==> src/design/mbs_pkg.sv <==
// shared types, codes and helpers for the maze backtracker step block
// no dependencies; imported by every design file of the block but mbs_ram, and by the testbench
package mbs_pkg;

   // command codes
   localparam logic CMD_START = 1'b0;

   // wall side codes
   localparam logic [1:0] DIR_LEFT  = 2'd0;
   localparam logic [1:0] DIR_RIGHT = 2'd1;
   localparam logic [1:0] DIR_UP    = 2'd2;
   localparam logic [1:0] DIR_DOWN  = 2'd3;

   typedef struct packed {
      logic        cmd;
      logic [15:0] random_value;
   } req_item_type;

   typedef struct packed {
      logic       carved;
      logic [3:0] from_x;
      logic [3:0] from_y;
      logic [1:0] direction;
      logic [3:0] walker_x;
      logic [3:0] walker_y;
      logic       finished;
   } rsp_item_type;

   // remainder by three: base-four digits sum, then fold
   function automatic logic [1:0] mod3_16(input logic [15:0] v);
      logic [4:0] s;
      logic [2:0] t;
      s = '0;
      for (int i = 0; i < 8; i++) begin
         s = s + 5'(v[2*i +: 2]);
      end
      t = 3'(s[1:0]) + 3'(s[3:2]) + 3'(s[4]);
      if (t >= 3'd6) begin
         t = t - 3'd6;
      end else if (t >= 3'd3) begin
         t = t - 3'd3;
      end
      return t[1:0];
   endfunction

endpackage

==> src/design/mbs_ram.sv <==
// generic single write port, single read port ram with registered read
// no dependencies
module mbs_ram #(
   parameter int WIDTH = 8,
   parameter int DEPTH = 256
) (
   input  logic                     clock,
   input  logic                     wr_en,
   input  logic [$clog2(DEPTH)-1:0] wr_addr,
   input  logic [WIDTH-1:0]         wr_data,
   input  logic [$clog2(DEPTH)-1:0] rd_addr,
   output logic [WIDTH-1:0]         rd_data
);

   logic [WIDTH-1:0] store_ff [DEPTH];
   logic [WIDTH-1:0] rd_data_ff;

   always_ff @(posedge clock) begin
      if (wr_en) begin
         store_ff[wr_addr] <= wr_data;
      end
      rd_data_ff <= store_ff[rd_addr];
   end

   assign rd_data = rd_data_ff;

endmodule

==> src/design/mbs_pick.sv <==
// chooses one free neighbour from the random word
// depends on mbs_pkg
module mbs_pick (
   input  logic [3:0]  free,
   input  logic [15:0] rnd,
   output logic        any,
   output logic [1:0]  dir
);
   import mbs_pkg::*;

   logic [2:0] count;
   logic [1:0] pick;
   logic [1:0] seen;

   assign count = 3'($countones(free));
   assign any   = (count != 3'd0);

   // index among candidates: random word modulo candidate count
   always_comb begin
      case (count)
         3'd2:    pick = {1'b0, rnd[0]};
         3'd3:    pick = mod3_16(rnd);
         3'd4:    pick = rnd[1:0];
         default: pick = 2'd0;
      endcase
   end

   // walk the candidates in order left, right, up, down
   always_comb begin
      seen = 2'd0;
      dir  = DIR_LEFT;
      for (int d = 0; d < 4; d++) begin
         if (free[d]) begin
            if (seen == pick) begin
               dir = 2'(d);
            end
            seen = seen + 2'd1;
         end
      end
   end

endmodule

==> src/design/maze_backtracker_step.sv <==
// depth-first backtracking maze generator, one iteration per step word
// depends on mbs_pkg, mbs_ram and mbs_pick
//
// usage
//   req channel: one word per command, cmd start or step plus a random word
//   rsp channel: exactly one word per request, in request order
//   a start word clears the visited map, one cell a cycle over every cell,
//   then returns its response
//   a step word: the left neighbour read is issued on the acceptance edge,
//   then the read phases take the left, right, up and down visited bits in
//   turn from the map's single read port, the last of which also decides and
//   updates walker, stack and counters; the next word is taken only back in
//   idle, so no new word is taken while a step is in work
//   a step after completion answers from idle, back to back unless stalled
//   reset runs the same clearing sweep with req_stall high and no response
//   the response sits in an output register; while rsp_stall is high a new
//   request is still taken and worked on, and its result is parked until the
//   output register frees
//   stack pushes and pops happen at a decide phase; the top entry is next
//   used at a later decide phase, so no forwarding is needed
module maze_backtracker_step #(
   parameter int GRID_WIDTH  = 16,
   parameter int GRID_HEIGHT = 16
) (
   input  logic                  clock,
   input  logic                  reset,
   input  logic                  req_valid,
   output logic                  req_stall,
   input  mbs_pkg::req_item_type req_data,
   output logic                  rsp_valid,
   input  logic                  rsp_stall,
   output mbs_pkg::rsp_item_type rsp_data
);
   import mbs_pkg::*;

   localparam int CELLS = GRID_WIDTH * GRID_HEIGHT;
   localparam int XW    = $clog2(GRID_WIDTH);
   localparam int YW    = $clog2(GRID_HEIGHT);
   localparam int AW    = $clog2(CELLS);
   localparam int DW    = $clog2(CELLS + 1);
   localparam int SW    = XW + YW;

   localparam logic [XW-1:0] X_LAST     = XW'(GRID_WIDTH - 1);
   localparam logic [YW-1:0] Y_LAST     = YW'(GRID_HEIGHT - 1);
   localparam logic [AW-1:0] CELL_LAST  = AW'(CELLS - 1);
   localparam logic [DW-1:0] CELL_TOTAL = DW'(CELLS);

   // sequencer states
   localparam logic [1:0] ST_CLEAR = 2'd0;
   localparam logic [1:0] ST_IDLE  = 2'd1;
   localparam logic [1:0] ST_READ  = 2'd2;
   localparam logic [1:0] ST_EMIT  = 2'd3;

   // read phase in which the last neighbour arrives and the step is decided
   localparam logic [2:0] PH_DECIDE = 3'd4;

   function automatic logic [AW-1:0] cell_addr(input logic [XW-1:0] cx,
                                                input logic [YW-1:0] cy);
      return AW'(AW'(cy) * AW'(GRID_WIDTH)) + AW'(cx);
   endfunction

   // control state
   logic [1:0]    state_ff,    state_in;
   logic [2:0]    phase_ff,    phase_in;
   logic [XW-1:0] x_ff,        x_in;
   logic [YW-1:0] y_ff,        y_in;
   logic [DW-1:0] depth_ff,    depth_in;
   logic [DW-1:0] count_ff,    count_in;
   logic          cur_new_ff,  cur_new_in;
   logic [AW-1:0] clr_idx_ff,  clr_idx_in;
   logic          clr_emit_ff, clr_emit_in;
   logic          rsp_valid_ff, rsp_valid_in;

   // payload registers
   logic [2:0]   free_ff,     free_in;
   logic [15:0]  rnd_ff,      rnd_in;
   rsp_item_type res_ff,      res_in;
   rsp_item_type rsp_data_ff, rsp_data_in;

   // visited map ports
   logic          vis_wr_en;
   logic [AW-1:0] vis_wr_addr;
   logic          vis_wr_data;
   logic [AW-1:0] vis_rd_addr;
   logic          vis_rd_data;

   // path stack ports
   logic          stk_wr_en;
   logic [SW-1:0] stk_wr_data;
   logic [AW-1:0] stk_rd_addr;
   logic [SW-1:0] stk_rd_data;
   logic [DW-1:0] depth_dec;

   // neighbour fetch
   logic [XW-1:0] rd_x;
   logic [YW-1:0] rd_y;
   logic [3:0]    nb_ok;
   logic [2:0]    phase_dec;
   logic          cap_free;
   logic [3:0]    free_all;
   logic          pick_any;
   logic [1:0]    pick_dir;

   // position after the step being decided
   logic [XW-1:0] step_x;
   logic [YW-1:0] step_y;

   // coordinates widened by four zero bits, so a four-bit field can be taken
   logic [XW+3:0] cur_x_ext,  step_x_ext;
   logic [YW+3:0] cur_y_ext,  step_y_ext;

   logic         out_free;
   logic         done_go;
   rsp_item_type done_res;

   mbs_ram #(
      .WIDTH (1),
      .DEPTH (CELLS)
   ) u_visited (
      .clock   (clock),
      .wr_en   (vis_wr_en),
      .wr_addr (vis_wr_addr),
      .wr_data (vis_wr_data),
      .rd_addr (vis_rd_addr),
      .rd_data (vis_rd_data)
   );

   mbs_ram #(
      .WIDTH (SW),
      .DEPTH (CELLS)
   ) u_stack (
      .clock   (clock),
      .wr_en   (stk_wr_en),
      .wr_addr (depth_ff[AW-1:0]),
      .wr_data (stk_wr_data),
      .rd_addr (stk_rd_addr),
      .rd_data (stk_rd_data)
   );

   // the top of stack is read continuously
   assign depth_dec   = depth_ff - DW'(1);
   assign stk_rd_addr = depth_dec[AW-1:0];
   assign stk_wr_data = {y_ff, x_ff};

   // neighbour in range, in the order left, right, up, down
   assign nb_ok = {(y_ff != Y_LAST), (y_ff != '0), (x_ff != X_LAST), (x_ff != '0)};

   // address of the neighbour fetched in this phase
   always_comb begin
      rd_x = x_ff;
      rd_y = y_ff;
      case (phase_ff)
         3'd0:    rd_x = x_ff - XW'(1);
         3'd1:    rd_x = x_ff + XW'(1);
         3'd2:    rd_y = y_ff - YW'(1);
         default: rd_y = y_ff + YW'(1);
      endcase
   end

   assign vis_rd_addr = cell_addr(rd_x, rd_y);

   // visited bit returned now belongs to the neighbour fetched one phase ago
   assign phase_dec = phase_ff - 3'd1;
   assign cap_free  = !vis_rd_data && nb_ok[phase_dec[1:0]];
   assign free_all  = {cap_free, free_ff};

   mbs_pick u_pick (
      .free (free_all),
      .rnd  (rnd_ff),
      .any  (pick_any),
      .dir  (pick_dir)
   );

   // move to the picked neighbour, else back to the top of stack if it is not empty
   always_comb begin
      step_x = x_ff;
      step_y = y_ff;
      if (pick_any) begin
         case (pick_dir)
            DIR_LEFT:  step_x = x_ff - XW'(1);
            DIR_RIGHT: step_x = x_ff + XW'(1);
            DIR_UP:    step_y = y_ff - YW'(1);
            default:   step_y = y_ff + YW'(1);
         endcase
      end else if (depth_ff != '0) begin
         step_x = stk_rd_data[XW-1:0];
         step_y = stk_rd_data[SW-1:XW];
      end
   end

   assign cur_x_ext  = {4'd0, x_ff};
   assign cur_y_ext  = {4'd0, y_ff};
   assign step_x_ext = {4'd0, step_x};
   assign step_y_ext = {4'd0, step_y};

   assign out_free = !rsp_valid_ff || !rsp_stall;

   always_comb begin
      state_in     = state_ff;
      phase_in     = phase_ff;
      x_in         = x_ff;
      y_in         = y_ff;
      depth_in     = depth_ff;
      count_in     = count_ff;
      cur_new_in   = cur_new_ff;
      clr_idx_in   = clr_idx_ff;
      clr_emit_in  = clr_emit_ff;
      free_in      = free_ff;
      rnd_in       = rnd_ff;
      res_in       = res_ff;
      rsp_data_in  = rsp_data_ff;
      rsp_valid_in = rsp_valid_ff && rsp_stall;
      vis_wr_en    = 1'b0;
      vis_wr_addr  = cell_addr(x_ff, y_ff);
      vis_wr_data  = 1'b1;
      stk_wr_en    = 1'b0;
      done_go      = 1'b0;
      done_res     = '0;

      unique case (state_ff)
         ST_CLEAR: begin
            // sweep the visited map back to all clear
            vis_wr_en   = 1'b1;
            vis_wr_addr = clr_idx_ff;
            vis_wr_data = 1'b0;
            clr_idx_in  = clr_idx_ff + AW'(1);
            if (clr_idx_ff == CELL_LAST) begin
               clr_idx_in  = '0;
               clr_emit_in = 1'b0;
               x_in        = '0;
               y_in        = '0;
               depth_in    = '0;
               count_in    = '0;
               cur_new_in  = 1'b1;
               if (clr_emit_ff) begin
                  done_go = 1'b1;
               end else begin
                  state_in = ST_IDLE;
               end
            end
         end
         ST_IDLE: begin
            // left neighbour read is already on the port
            phase_in = '0;
            if (req_valid) begin
               rnd_in = req_data.random_value;
               if (req_data.cmd == CMD_START) begin
                  state_in    = ST_CLEAR;
                  clr_emit_in = 1'b1;
               end else if (count_ff == CELL_TOTAL) begin
                  done_go           = 1'b1;
                  done_res.walker_x = cur_x_ext[3:0];
                  done_res.walker_y = cur_y_ext[3:0];
                  done_res.finished = 1'b1;
               end else begin
                  state_in = ST_READ;
                  phase_in = 3'd1;
               end
            end
         end
         ST_READ: begin
            phase_in = phase_ff + 3'd1;
            // mark the walker's cell on first arrival
            if ((phase_ff == 3'd1) && cur_new_ff) begin
               vis_wr_en = 1'b1;
               count_in  = count_ff + DW'(1);
            end
            if (phase_ff != PH_DECIDE) begin
               free_in[phase_dec[1:0]] = cap_free;
            end else begin
               // back to the left neighbour read for the next word
               phase_in   = '0;
               x_in       = step_x;
               y_in       = step_y;
               cur_new_in = pick_any;
               if (pick_any) begin
                  if (depth_ff != CELL_TOTAL) begin
                     stk_wr_en = 1'b1;
                     depth_in  = depth_ff + DW'(1);
                  end
               end else if (depth_ff != '0) begin
                  depth_in = depth_dec;
               end
               done_go            = 1'b1;
               done_res.carved    = pick_any;
               done_res.from_x    = pick_any ? cur_x_ext[3:0] : 4'd0;
               done_res.from_y    = pick_any ? cur_y_ext[3:0] : 4'd0;
               done_res.direction = pick_any ? pick_dir : DIR_LEFT;
               done_res.walker_x  = step_x_ext[3:0];
               done_res.walker_y  = step_y_ext[3:0];
               done_res.finished  = (count_ff == CELL_TOTAL);
            end
         end
         ST_EMIT: begin
            // parked result waits for the output register
            if (out_free) begin
               rsp_valid_in = 1'b1;
               rsp_data_in  = res_ff;
               state_in     = ST_IDLE;
            end
         end
         default: begin
            state_in = ST_IDLE;
         end
      endcase

      // hand the finished word to the output register or park it
      if (done_go) begin
         if (out_free) begin
            rsp_valid_in = 1'b1;
            rsp_data_in  = done_res;
            state_in     = ST_IDLE;
         end else begin
            res_in   = done_res;
            state_in = ST_EMIT;
         end
      end
   end

   assign req_stall = (state_ff != ST_IDLE);
   assign rsp_valid = rsp_valid_ff;
   assign rsp_data  = rsp_data_ff;

   always_ff @(posedge clock) begin
      if (reset) begin
         state_ff     <= ST_CLEAR;
         phase_ff     <= '0;
         x_ff         <= '0;
         y_ff         <= '0;
         depth_ff     <= '0;
         count_ff     <= '0;
         cur_new_ff   <= 1'b1;
         clr_idx_ff   <= '0;
         clr_emit_ff  <= 1'b0;
         rsp_valid_ff <= 1'b0;
      end else begin
         state_ff     <= state_in;
         phase_ff     <= phase_in;
         x_ff         <= x_in;
         y_ff         <= y_in;
         depth_ff     <= depth_in;
         count_ff     <= count_in;
         cur_new_ff   <= cur_new_in;
         clr_idx_ff   <= clr_idx_in;
         clr_emit_ff  <= clr_emit_in;
         rsp_valid_ff <= rsp_valid_in;
      end
   end

   always_ff @(posedge clock) begin
      free_ff     <= free_in;
      rnd_ff      <= rnd_in;
      res_ff      <= res_in;
      rsp_data_ff <= rsp_data_in;
   end

endmodule

==> config.mk <==
export PLATFORM = sky130hd
export DESIGN_NAME = maze_backtracker_step
export DESIGN_NICKNAME = d
export VERILOG_FILES = /design/src/design/mbs_pkg.sv /design/src/design/mbs_ram.sv /design/src/design/mbs_pick.sv /design/src/design/maze_backtracker_step.sv
export SDC_FILE = /design/constraint.sdc
export NUM_CORES = 2
export LEC_CHECK = 0
export BUFFER_PORTS_ARGS = -buffer_cell sky130_fd_sc_hd__buf_2
export CAP_MARGIN = 10
export CORE_UTILIZATION = 65
export DETAILED_ROUTE_END_ITERATION = 12
export PLACE_DENSITY_LB_ADDON = 0.05
export REMOVE_ABC_BUFFERS = 1
export SYNTH_ARGS = -nofsm -noshare
export SYNTH_HDL_FRONTEND = slang
export SYNTH_SLANG_ARGS = --single-unit
export TNS_END_PERCENT = 20
==> constraint.sdc <==
create_clock -name clock -period 14 [get_ports clock]
set_input_delay 0.7 -clock clock [delete_from_list [all_inputs] [get_ports clock]]
set_output_delay 0.7 -clock clock [all_outputs]
set_load 0.005 [all_outputs]
==> flow_metrics.py <==
metrics = {
    "sta": {
        "hold_viol": 0,
        "worst-slew-pin-transition_ns": 1.39,
        "maxClockFrequency_ghz": 0.129,
        "timing.final.setup_violations": 0,
        "period_utilization_post_route_pct": 55.4,
        "final.setup_skew_ns": 0.0330,
        "fin_crit_ns": 7.76,
        "slew_viol_final": 0,
        "fin_setup_tns_ns": 0,
        "setup_repair_after_global_routing_missed_its_margin": "no",
        "timing.slew.headroom_pct": 7.30,
    },
    "global_route": {
        "globalRouteMet2Util_pct": 47.8,
        "grt_busiest_layer": "met2",
        "globalRoute.totalOverflow": 0,
        "antenna_violations_before_repair": 14,
        "grt_use_met3_pct": 5.53,
        "global_route.usage.met1_pct": 44.0,
        "grt_pass1_vias": 46900,
        "pin_count_of_the_biggest_net_entering_global_routing": 218,
        "grtUsageTotal_pct": 30.2,
        "grt_pass1_wl_mm": 325,
    },
    "die": {
        "die_area_um2": 150000,
        "initial_core_util_pct": 65.4,
        "height_of_the_die_um": 387,
        "die_width_um": 387,
        "core_region_area_um2": 148000,
        "pin_count": 43,
        "num_rows": 141,
    },
    "drt": {
        "detailedRoute.firstIterationViolations": 5389,
        "antenna_left": 0,
        "routed_wire_length_per_instance_um": 31.9,
        "routed_wl_mm": 223,
        "drt_pass1_iterations": 6,
        "drc": 0,
        "detail_route.vias_per_cell": 6.82,
        "routed-via-count": 47600,
    },
    "critical_path": {
        "timing.reg2reg.setup_slack_ns": 6.24,
        "critical_path.reg2reg.endpoint": "res_ff[1]",
        "timing.critical_path.from": "rnd_ff[0]",
        "worstSetupEndpoint": "res_ff[1]",
        "required_time_of_the_critical_path_ns": 14.60,
        "data_arrival_critical_path_ns": 8.35,
        "startpoint_type": "flop",
        "critical_path.max_stage_delay_ns": 0.83,
        "slowest_stage": "o22ai_1",
        "cp_top_family": "adder cells",
        "timing.setup.critical_path_class": "reg2reg",
        "worstPathMaxFanout": 13,
        "critical_path.endpoint_type": "flop",
        "critical_path.n_buffers_inverters": 6,
        "crit_path_frequent_cell": "fa_1",
        "path_depth": 25,
        "crit-reg2reg-launch": "rnd_ff[0]",
        "worst-r2r-cell-count": 25,
    },
    "power": {
        "totalPowerFinal_mw": 13.9,
        "vdd.ir_drop.worst_mv": 0.139,
        "p_per_cell_area_nw_per_um2": 131,
        "power.leakage_nw": 32.5,
    },
    "clock_network": {
        "cts_hold_buf": 16,
        "clockBufferDepth": 3,
        "clkSlewWorstSetupHoldPaths_ns": 0.07,
        "ctsHtreeMaxLevel": 4,
        "post_cts.repair.setup_buffers": 0,
        "clk_root_buffer_cell": "clkbuf_16",
        "tritoncts_buffers": 229,
        "clock-sinks": 2414,
        "clkLatencyLatePin_ns": 0.84,
        "post_cts_resized": 0,
        "cts_tree": "yes",
    },
    "yosys": {
        "synth_common_cells": "2343 x edfxtp_1, 741 x mux4_2, 601 x nor2_1, 200 x clkbuf_1, 165 x nand2_1",
        "yosys_register_bits": 2414,
        "yosys-top-cells-area": "edfxtp_1 73%, mux4_2 17%, nor2_1 2.3%",
        "post-synth-top-count-cell": "edfxtp_1",
        "synth_top_flop_cell": "edfxtp_1",
        "postSynthCellCount": 4777,
        "synthDominantCellAreaShare_pct": 72.8,
        "synth-edff-count": 2343,
        "warnings_synthesis": 0,
        "yosysSeqAreaShare_pct": 74.3,
        "share_of_async_settable_or_async_resettable_flops_after_synthesis_pct": 0,
        "synth.distinct_cells": 72,
        "synth_top_cell_by_area": "edfxtp_1",
        "syn_area_per_cell_um2": 20.2,
        "mappedNetlistArea_um2": 96600,
    },
    "hold_path": {
        "holdPathStages": 3,
        "min_delay_worst_type": "in2reg",
    },
    "placed_design": {
        "dpl.hpwl_mm": 124,
        "gpl.final_weighted_congestion": 0.843,
        "portBuffers": 42,
    },
    "finish": {
        "final_net_count": 4921,
        "final_layout_size_suffix_gt1_share_pct": 24.2,
        "area_delta_synth_final_pct": 10.2,
        "fillerInstances": 8688,
    },
    "status": {
        "status": "finished, final reports clean",
    },
    "run": {
        "cap_viol_max_count": 0,
    },
}
==> area by class of cell <==
type / count / area [um2] / area share [%]
multi-input cells: 2016 / 23600 / 22.1
flip-flops and latches: 2414 / 71800 / 67.5
clock buffers: 280 / 6100 / 5.73
well taps: 1930 / 2410 / 2.27
inverters: 64 / 245 / 0.230
clock inverters: 143 / 1290 / 1.22
repair buffers: 129 / 995 / 0.935
diodes: 3 / 7.51 / 0.00705
==> layout by cell type (no fill, tap or decap), types with 16 or more instances in the layout <==
master         count
a211oi_1          16
a21oi_1           47
a31oi_1           18
and3_1            20
buf_2             42
buf_4             63
bufinv_16         22
clkbuf_1          40
clkbuf_16        235
clkinv_1          63
clkinv_2          45
dfxtp_1           62
dlygate4sd3_1     16
edfxtp_1        2343
ha_1              31
inv_1             61
mux2i_1           38
mux4_2           741
nand2_1          153
nand3_1           35
nor2_1           600
nor2b_1           19
nor3_1            29
o21ai_0           39
==> how the worst min path moves through the flow <==
| stage | slack, ns | from | end |
|---|---|---|---|
| 5_1_grt | 0.27 | req_valid | clr_emit_ff |
| 3_3_place_gp | 0.47 | cur_new_ff | cur_new_ff |
| 6_report | 0.27 | rsp_stall | rsp_valid |
| 4_1_cts | 0.20 | rsp_stall | rsp_valid |
| 3_5_place_dp | 0.48 | cur_new_ff | cur_new_ff |
| 2_1_floorplan | 0.44 | cur_new_ff | cur_new_ff |
==> metrics by stage <==
step	setup slack (ns)	cells	cell area (um2)	hold slack, ns	utilization (%)
after floorplan	-22.44	4494	95400	0.445	-
after global placement	6.41	6536	98800	0.471	66.9
after detailed placement	6.34	6537	98900	0.477	67.0
after CTS	6.30	6976	106000	0.198	72.1
after global routing	5.60	6977	106000	0.273	72.1
final	6.24	6979	106000	0.274	72.1
==> power breakdown <==
group / switching [mW] / internal, mW / total (mW)
combinational: 0.0219 / 0.00790 / 0.0298
sequential: 0.00143 / 7.80 / 7.80
clock: 2.62 / 3.48 / 6.10
total: 2.64 / 11.3 / 13.9
==> per-layer routing <==
layer	wire (um)	part of all wire (%)
met5	89	0.040
met4	6940	3.1
met3	20200	9.1
met2	110000	49
met1	86000	39
==> registers in the layout, indices dropped and copies added, names as in the netlist <==
| signal | cells |
|---|---|
| clr_idx_ff | 8 |
| cur_new_ff | 1 |
| y_ff | 4 |
| res_ff | 20 |
| depth_ff | 9 |
| state_ff | 2 |
| u_visited.rd_data | 1 |
| rsp_valid | 1 |
| rnd_ff | 16 |
| u_visited.store_ff | 256 |
| u_stack.rd_data | 8 |
| free_ff | 3 |
| rsp_data | 20 |
| clr_emit_ff | 1 |
| u_stack.store_ff | 2048 |
| x_ff | 4 |
| phase_ff | 3 |
| count_ff | 9 |
==> worst reg2reg max path: cells and delay by family (launching register included) <==
kind                       cells  cell delay, ns
adders and majority gates     10            3.92
AOI/OAI and AO/OA              5            2.07
DFF                            1            0.40
buffers and inverters          6            0.39
muxes                          1            0.38
and+or+nand+nor                3            0.34
==> kinds of logic (layout without fill, tap and decap cells) <==
logic type      after synthesis  count (layout)  synth area share (%)
fa+ha+maj                    46              46                 0.705
mux                         783             783                  17.7
flops                      2414            2414                  74.3
buf+inv                     347             616                  1.44
compound gates              223             223                  1.56
simple gates                942             942                  4.07
other cells                   0               3                     0
xor+xnor                     22              22                 0.199
Power figures use the tool's default switching activity.
